--- src/rtl/iplm_pkg.sv ---
// Shared types, constants and the prefix compare function of the prefix list matcher.
// No dependencies; used by the cell, the top level and the checker.
`default_nettype none

package iplm_pkg;

  localparam int ADDR_BITS = 128;
  localparam logic [7:0] PLEN_MAX = 8'd128;

  typedef enum logic [1:0] {
    OP_CLEAR  = 2'd0,
    OP_APPEND = 2'd1,
    OP_QUERY  = 2'd2
  } op_t;

  typedef struct packed {
    logic [1:0]  operation;
    logic [3:0]  version;
    logic [7:0]  prefix_length;
    logic [63:0] addr_high;
    logic [63:0] addr_low;
  } in_t;

  typedef struct packed {
    logic matched;
    logic list_nonempty;
    logic overflow;
  } out_t;

  typedef struct packed {
    logic [3:0]           version;
    logic [7:0]           prefix;
    logic [ADDR_BITS-1:0] addr;
  } pfx_t;

  typedef struct packed {
    logic match;
    pfx_t pfx;
  } tok_t;

  function automatic logic [7:0] sat_prefix(logic [7:0] plen);
    return (plen > PLEN_MAX) ? PLEN_MAX : plen;
  endfunction

  function automatic logic prefix_hit(pfx_t e, pfx_t q);
    logic [7:0]           n;
    logic [ADDR_BITS-1:0] mask;
    logic [ADDR_BITS-1:0] diff;
    n = (q.prefix < e.prefix) ? q.prefix : e.prefix;
    mask = {ADDR_BITS{1'b1}} << (PLEN_MAX - n);
    diff = (e.addr ^ q.addr) & mask;
    return (e.version == q.version) && (diff == '0);
  endfunction

endpackage

`default_nettype wire

--- src/rtl/iplm_cell.sv ---
// One cell of the prefix chain: holds one list entry and compares a passing query.
// Depends on iplm_pkg.
`default_nettype none

module iplm_cell (
  input  wire logic           clk,
  input  wire logic           rst,
  input  wire logic           shift,
  input  wire iplm_pkg::pfx_t entry_in,
  output iplm_pkg::pfx_t      entry,
  input  wire logic           occupied,
  input  wire logic           tok_in_valid,
  input  wire iplm_pkg::tok_t tok_in,
  output logic                tok_valid,
  output iplm_pkg::tok_t      tok
);

  always_ff @(posedge clk) begin
    if (shift) begin
      entry <= entry_in;
    end
  end

  always_ff @(posedge clk) begin
    if (rst) begin
      tok_valid <= 1'b0;
    end else begin
      tok_valid <= tok_in_valid;
    end
  end

  // accumulate hit and advance the query
  always_ff @(posedge clk) begin
    tok.pfx   <= tok_in.pfx;
    tok.match <= tok_in.match | (occupied & iplm_pkg::prefix_hit(entry, tok_in.pfx));
  end

endmodule

`default_nettype wire

--- config.mk ---
export PLATFORM = sky130hd
export DESIGN_NAME = iplm_cell
export DESIGN_NICKNAME = d
export VERILOG_FILES = /design/src/rtl/iplm_pkg.sv /design/src/rtl/iplm_cell.sv
export SDC_FILE = /design/constraint.sdc
export NUM_CORES = 1
export LEC_CHECK = 0
export BUFFER_PORTS_ARGS = -buffer_cell sky130_fd_sc_hd__buf_4
export CAP_MARGIN = 15
export CORE_AREA = 2 2 220 222
export CTS_CLUSTER_DIAMETER = 80
export DETAILED_ROUTE_END_ITERATION = 8
export DIE_AREA = 0 0 222 224
export GPL_ROUTABILITY_DRIVEN = 0
export GPL_TIMING_DRIVEN = 0
export PLACE_DENSITY = 0.51
export SYNTH_ARGS = -nofsm -noshare
export SYNTH_HDL_FRONTEND = slang
export SYNTH_SLANG_ARGS = --single-unit
--- constraint.sdc ---
create_clock -name clk -period 14.65 [get_ports clk]
set_input_delay 0.7325 -clock clk [delete_from_list [all_inputs] [get_ports clk]]
set_output_delay 0.7325 -clock clk [all_outputs]
set_load 0.01 [all_outputs]
==> results of run 1 <==
[metal layers]
| metal | vias to the layer above | track usage, % | wire, um |
|---|---|---|---|
| met3 | 79 | 4.79 | 3780 |
| met1 | 4628 | 22.8 | 19700 |
| met5 | - | 0 | 13 |
| met2 | 520 | 33.9 | 24900 |
| met4 | 2 | 6.08 | 1310 |
| li1 | 4392 | - | - |
[power groups by stage]
stage,clock [W],combinational [W],sequential (W)
floorplan,0,0.000194,0.000954
global placement,0,0.000507,0.000933
detailed placement,0,0.000509,0.000934
CTS,0.000794,0.000511,0.000918
global route,0.000819,0.000541,0.000923
finish,0.000770,0.000510,0.000917
[stage by stage]
step                      total power, W  hold WS [ns]  setup WS, ns  cell area [um^2]  std cells
after floorplan                  0.00115         0.760          9.23             11000        859
after global placement           0.00144         0.853          7.07             16000       2041
after detailed placement         0.00144         0.853          7.01             16100       2042
after CTS                        0.00222         0.220          7.00             17100       2100
after global routing             0.00228         0.235          6.62             17100       2101
final                            0.00220         0.255          7.01             17100       2102
[kinds of logic after synthesis]
kind of cell / synth area share, %
AOI/OAI and AO/OA: 12.0
xor gates and xnor gates: 11.4
adders and majority gates: 1.25
buffers and inverters: 1.74
DFF: 63.9
muxes: 0.602
and+or+nand+nor: 9.13
[area by class of cell]
cell class | count | area [um^2]
fillers | 4742 | 30200
flip-flops and latches | 282 | 7050
repair buffers | 569 | 4300
multi-input cells | 537 | 3780
clock buffers | 43 | 861
well taps | 615 | 769
clock inverters | 15 | 149
plain buffers | 26 | 139
inverters | 14 | 52.6
diodes | 1 | 2.50
[cell usage after synthesis (all sizes together) (13+ instances only)]
| library cell | number | area share, % |
|---|---|---|
| o22ai | 13 | 0.74 |
| inv | 13 | 0.44 |
| edfxtp | 140 | 38 |
| xnor2 | 86 | 6.8 |
| o21ai | 30 | 1.5 |
| nor3 | 24 | 1.1 |
| a21oi | 44 | 2.1 |
| nand2 | 41 | 1.5 |
| dfxtp | 142 | 26 |
| o211ai | 13 | 0.89 |
| a211oi | 15 | 1.0 |
| clkbuf | 14 | 0.48 |
| nor2 | 48 | 1.8 |
| nor4 | 16 | 0.91 |
| xor2 | 57 | 4.5 |
[state kept, by name, summed over array words and instances, names as in the netlist]
signal and count:
tok 141, entry 140, tok_valid 1
[how the worst max path moves through the flow]
stage | start | endpoint | slack (ns) | depth (start not counted)
global placement | entry[130] | tok[140] | 7.07 | 22
CTS | entry[130] | tok[140] | 7.00 | 22
global route | entry[130] | tok[140] | 6.62 | 22
detailed placement | entry[130] | tok[140] | 7.01 | 22
floorplan | entry[130] | tok[140] | 9.23 | 24
finish | entry[130] | tok[140] | 7.01 | 23
[worst register-to-register path: cells and delay by family (launching register included)]
kind | cells | cell delay (ns)
and+or+nand+nor | 7 | 1.94
buffers and inverters | 7 | 2.60
DFF | 1 | 0.39
AOI/OAI and AO/OA | 6 | 1.76
adders and majority gates | 3 | 0.89
==> flow_metrics.tcl, run 1 <==
set metrics [dict create \
    status "complete, no violations" \
    io_pins 568 \
    avgViaCountPerCell 4.58 \
    skew_ns 0.00546 \
    final_common_cell "buf_4" \
    numCtsBuffers 31 \
    synth_seq_area_share_pct 63.9 \
    grt_pass1_wl_um 69400 \
    wire_per_inst_um 23.7 \
    cp_top_family "buffers and inverters" \
    cts_tree "yes" \
    switchingPower_w 0.000657 \
    mostFrequentLayoutCells "buf_4, dfxtp_1, edfxtp_1" \
    crit_required_ns 15.15 \
    clkPwrFrac_pct 35.1 \
    route.detailed.drc 0 \
    worstMarginPinSlew_ns 1.03 \
    initial_core_util_pct 23.3 \
    synth_flop_cell "dfxtp_1" \
    end_kind "flop" \
    hpwlAfterDp_um 40500 \
    leakagePower_nw 7.10 \
    synth_seq_cells 282 \
    r2r_end "tok[140]" \
    synthCells 859 \
    ctsLongestPathBuffers 3 \
    synth_cell_types 79 \
    synth_edf_count 140 \
    final.setup.tns_ns 0 \
    ir_drop_uv 84.1 \
    cts_root_buf "clkbuf_16" \
    dieArea_mm2 0.0497 \
    synthesis.area_mm2 0.0110 \
    drv_cap 0 \
    max_freq_ghz 0.131 \
    nets 1758 \
    clock_latency_ns 0.59 \
    worst-path-buf-inv 7 \
    rows 80 \
    power_frac_comb_pct 23.2 \
    period_needed_ns 7.64 \
    path_common_cell "clkbuf_1" \
    powerDensity_mw_per_mm2 128 \
    holdBufCountCts 0 \
    area_delta_synth_final_pct 55.2 \
    holdPathStages 1 \
    track_usage_pct 19.1 \
    utilization_pct 36.1 \
    vias 9621 \
    htreeDepth 1 \
    drtPass1Iterations 5 \
    grt_max_degree 83 \
    drt-initial-drc-count 585 \
    rr_startpoint "entry[130]" \
    reg2reg_depth 23 \
    r2r_setup_slack_ns 7.01 \
    fin_crit_sh_pct 52.2 \
    hold_viol 0 \
    cpPeakStageDelay_ns 0.70 \
    avgSynthCellArea_um2 12.8 \
    clk_pin_slew_ns 0.06 \
    die_height_um 224 \
    swShare_pct 29.9 \
    timing.critical_path.cells "clkbuf_1, inv_1, ha_1, or4_4, a21oi_4, nor3b_4, nor2_8, buf_1, nor2_1, a21oi_1, ha_1, clkbuf_1, inv_1, ha_1, clkbuf_1, nor2_1, clkbuf_1, a211oi_1, a211o_1, nor4_1, nand3_1, o31a_1, o31ai_2" \
    drive_above_1_share_pct 43.7 \
    arrival_ns 8.15 \
    postCtsSetupBuffers 0 \
    hold_path_class "in -> reg" \
    route.final.wire_length_um 49800 \
    rsz0062_at_grt "no" \
    internal_power_w 0.00154 \
    yosysWarnings 0 \
    cp_max_fo 10 \
    postCtsResizedCells 0 \
    hold_end "tok[6]" \
    cp-start-kind "flop" \
    timing.slew.headroom_pct 31.6 \
    antenna_found_initial 2 \
    finalSetupViolations 0 \
    critical_path_class "reg -> reg" \
    overflow 0 \
    postSynth.asyncResetShare_pct 0 \
    core-area_mm2 0.0473 \
    clkSinkCount 282 \
    hp-start "tok_in[6]" \
    syn-num-nets 1156 \
    io_buffers 567 \
    postRouteAntennaNets 0 \
    cpMaxStageDelayCell "clkbuf_1" \
    finalMaxSlewViolations 0 \
    die_w_um 222 \
    grt_pass1_vias 10100 \
    power_frac_seq_pct 41.7 \
]
No activity file was read; power rests on OpenSTA's default activity.
==> inputs of run 2 (changes only) <==
==> constraint.sdc (replaced) <==
create_clock -name clk -period 7.1 [get_ports clk]
set_input_delay 0.355 -clock clk [delete_from_list [all_inputs] [get_ports clk]]
set_output_delay 0.355 -clock clk [all_outputs]
set_load 0.01 [all_outputs]
==> run 2 against run 1 <==
Final cell count up 13%. Via count grew 11%. Global-route usage increased by 1.1 points. Core utilization up 6.0 points. Critical path depth up 1. Largest cell class is now non-clock buffers. Register-to-register slack got worse by 6.4 ns. Final area up 17%. First-iteration DRC count is 4.4% higher. Hold slack got worse by 0.21 ns. Fmax is 17% higher. Routed wire length rose by 5.9%.
==> flow_metrics.tcl, run 2 (synthesized netlist as in run 1, its figures left out) <==
set metrics [dict create \
    status "complete, no violations" \
    arrival_ns 7.04 \
    r2r_setup_slack_ns 0.57 \
    clk_pin_slew_ns 0.06 \
    initial_core_util_pct 23.3 \
    rr_startpoint "entry[131]" \
    cp-startpoint "entry[131]" \
    final_common_cell "buf_4" \
    cp_max_fo 10 \
    critical_path_class "reg -> reg" \
    grt_max_degree 83 \
    largest_reg_flops 141 \
    cts_root_buf "clkbuf_16" \
    r2r_end "tok[140]" \
    grt_pass1_wl_um 74900 \
    final.setup.tns_ns 0 \
    htreeDepth 1 \
    avgViaCountPerCell 4.48 \
    cts_tree "yes" \
    numCtsBuffers 31 \
    timing.slew.headroom_pct 26.5 \
    route.detailed.drc 0 \
    crit_required_ns 7.60 \
    io_pins 568 \
    cp-start-kind "flop" \
    wire_per_inst_um 22.1 \
    period_needed_ns 6.53 \
    rsz0062_at_grt "no" \
    final.fill_count 4399 \
    top_register "tok" \
    multi_input_area_mm2 0.00382 \
    nets 2039 \
    fin_crit_sh_pct 92.0 \
    crit_path_end "tok[140]" \
    drtPass1Iterations 5 \
    area_delta_synth_final_pct 81.1 \
    dieArea_mm2 0.0497 \
    rows 80 \
    finalSetupViolations 0 \
    end_kind "flop" \
    ctsLongestPathBuffers 3 \
    core-area_mm2 0.0473 \
    drv_cap 0 \
    antenna_found_initial 2 \
    hold_viol 0 \
    leakagePower_nw 8.29 \
    hpwlAfterDp_um 40500 \
    powerDensity_mw_per_mm2 235 \
    worstMarginPinSlew_ns 1.10 \
    utilization_pct 42.2 \
    clock_latency_ns 0.59 \
    max_freq_ghz 0.153 \
    mostFrequentLayoutCells "buf_4, dlygate4sd3_1, dfxtp_1" \
    clkSinkCount 282 \
    io_buffers 567 \
    reg_top3 "tok (141), entry (140), tok_valid (1)" \
    vias 10700 \
    die_w_um 222 \
    postRouteAntennaNets 0 \
    finalMaxSlewViolations 0 \
    overflow 0 \
    seq_area_mm2 0.00705 \
    drt-initial-drc-count 611 \
    route.final.wire_length_um 52700 \
    die_height_um 224 \
    reg2reg_depth 24 \
    ir_drop_uv 184 \
    skew_ns 0.00896 \
    track_usage_pct 20.3 \
    drive_above_1_share_pct 37.3 \
    hold_path_class "in -> reg" \
    grt_pass1_vias 11500 \
]
[run 2: changes by cell type in the layout (fill, tap and decap cells not counted), moves of 2 or more]
cell,change
buf_4,+2
clkbuf_2,+2
dlygate4sd3_1,+282
nand2_2,+2
clkbuf_1,-3
nor2_4,+2
nor2_1,-3
nand2_1,-2
[run 2: critical path, stage by stage, from the launching register on]
cell and delay [ns]:
edfxtp_1 0.35, buf_2 0.21, inv_1 0.10, ha_1 0.25
or4_4 0.56, a21oi_4 0.18, or3b_1 0.14, buf_4 0.16
nand2_1 0.25, nand2_1 0.15, nand2_1 0.11, inv_1 0.10
ha_1 0.21, clkbuf_2 0.26, inv_1 0.19, ha_1 0.32
clkbuf_1 0.33, nor2_2 0.35, clkbuf_2 0.42, a211oi_1 0.14
a211o_1 0.38, nor4_1 0.46, nand3_1 0.15, o31a_1 0.40
o31ai_2 0.27
[run 2: per-layer routing]
| layer | wire length, um | vias up | track usage, % |
|---|---|---|---|
| met5 | 0 | - | 0 |
| met4 | 1410 | 0 | 6.52 |
| met3 | 3250 | 74 | 4.20 |
| met2 | 26600 | 492 | 36.5 |
| met1 | 21400 | 5134 | 24.1 |
| li1 | - | 4972 | - |
[run 2: how the worst min path moves through the flow]
| stage | from | end | slack, ns | cells past startpoint |
|---|---|---|---|---|
| 6_report | tok_in[140] | tok[140] | 0.05 | 3 |
| 4_1_cts | tok_in[140] | tok[140] | 0.03 | 3 |
| 3_3_place_gp | tok_in[125] | tok[125] | 0.48 | 1 |
| 2_1_floorplan | tok_in[0] | tok[0] | 0.38 | 0 |
| 3_5_place_dp | tok_in[40] | tok[40] | 0.48 | 1 |
| 5_1_grt | tok_in[140] | tok[140] | 0.05 | 3 |
[run 2: final cells by class]
type	count	share of cell area, %
Timing Repair Buffer	852	35.7
Sequential cell	282	35.3
Multi-Input combinational cell	537	19.1
Clock buffer	43	4.31
Tap cell	615	3.86
Clock inverter	15	0.746
Buffer	24	0.671
Inverter	14	0.263
Antenna cell	2	0.0251
[run 2: repair_timing]
action,in CTS,in global routing
endpoints found under the hold margin,281,0
pin swaps,0,0
hold buffers,282,0
resized for setup,10,3
endpoints found under the setup margin,1,1
setup buffers,0,2
[run 2: per-stage QoR]
| step | power, W | setup slack [ns] | area (um^2) | instances | hold WS (ns) |
|---|---|---|---|---|---|
| after detailed placement | 0.00298 | -0.535 | 16100 | 2042 | 0.476 |
| after CTS | 0.00473 | 0.230 | 19900 | 2381 | 0.0323 |
| after global placement | 0.00297 | -0.476 | 16000 | 2041 | 0.475 |
| after global routing | 0.00486 | 0.172 | 20000 | 2383 | 0.0489 |
| after floorplan | 0.00237 | 1.68 | 11000 | 859 | 0.383 |
| final | 0.00469 | 0.568 | 20000 | 2384 | 0.0470 |
[run 2: power by group]
part	leakage, nW	internal [W]	switching, W
Combinational	5.24	0.000532	0.000665
Clock	0.479	0.000921	0.000677
Sequential	2.57	0.00183	0.0000663
Total	8.29	0.00328	0.00141
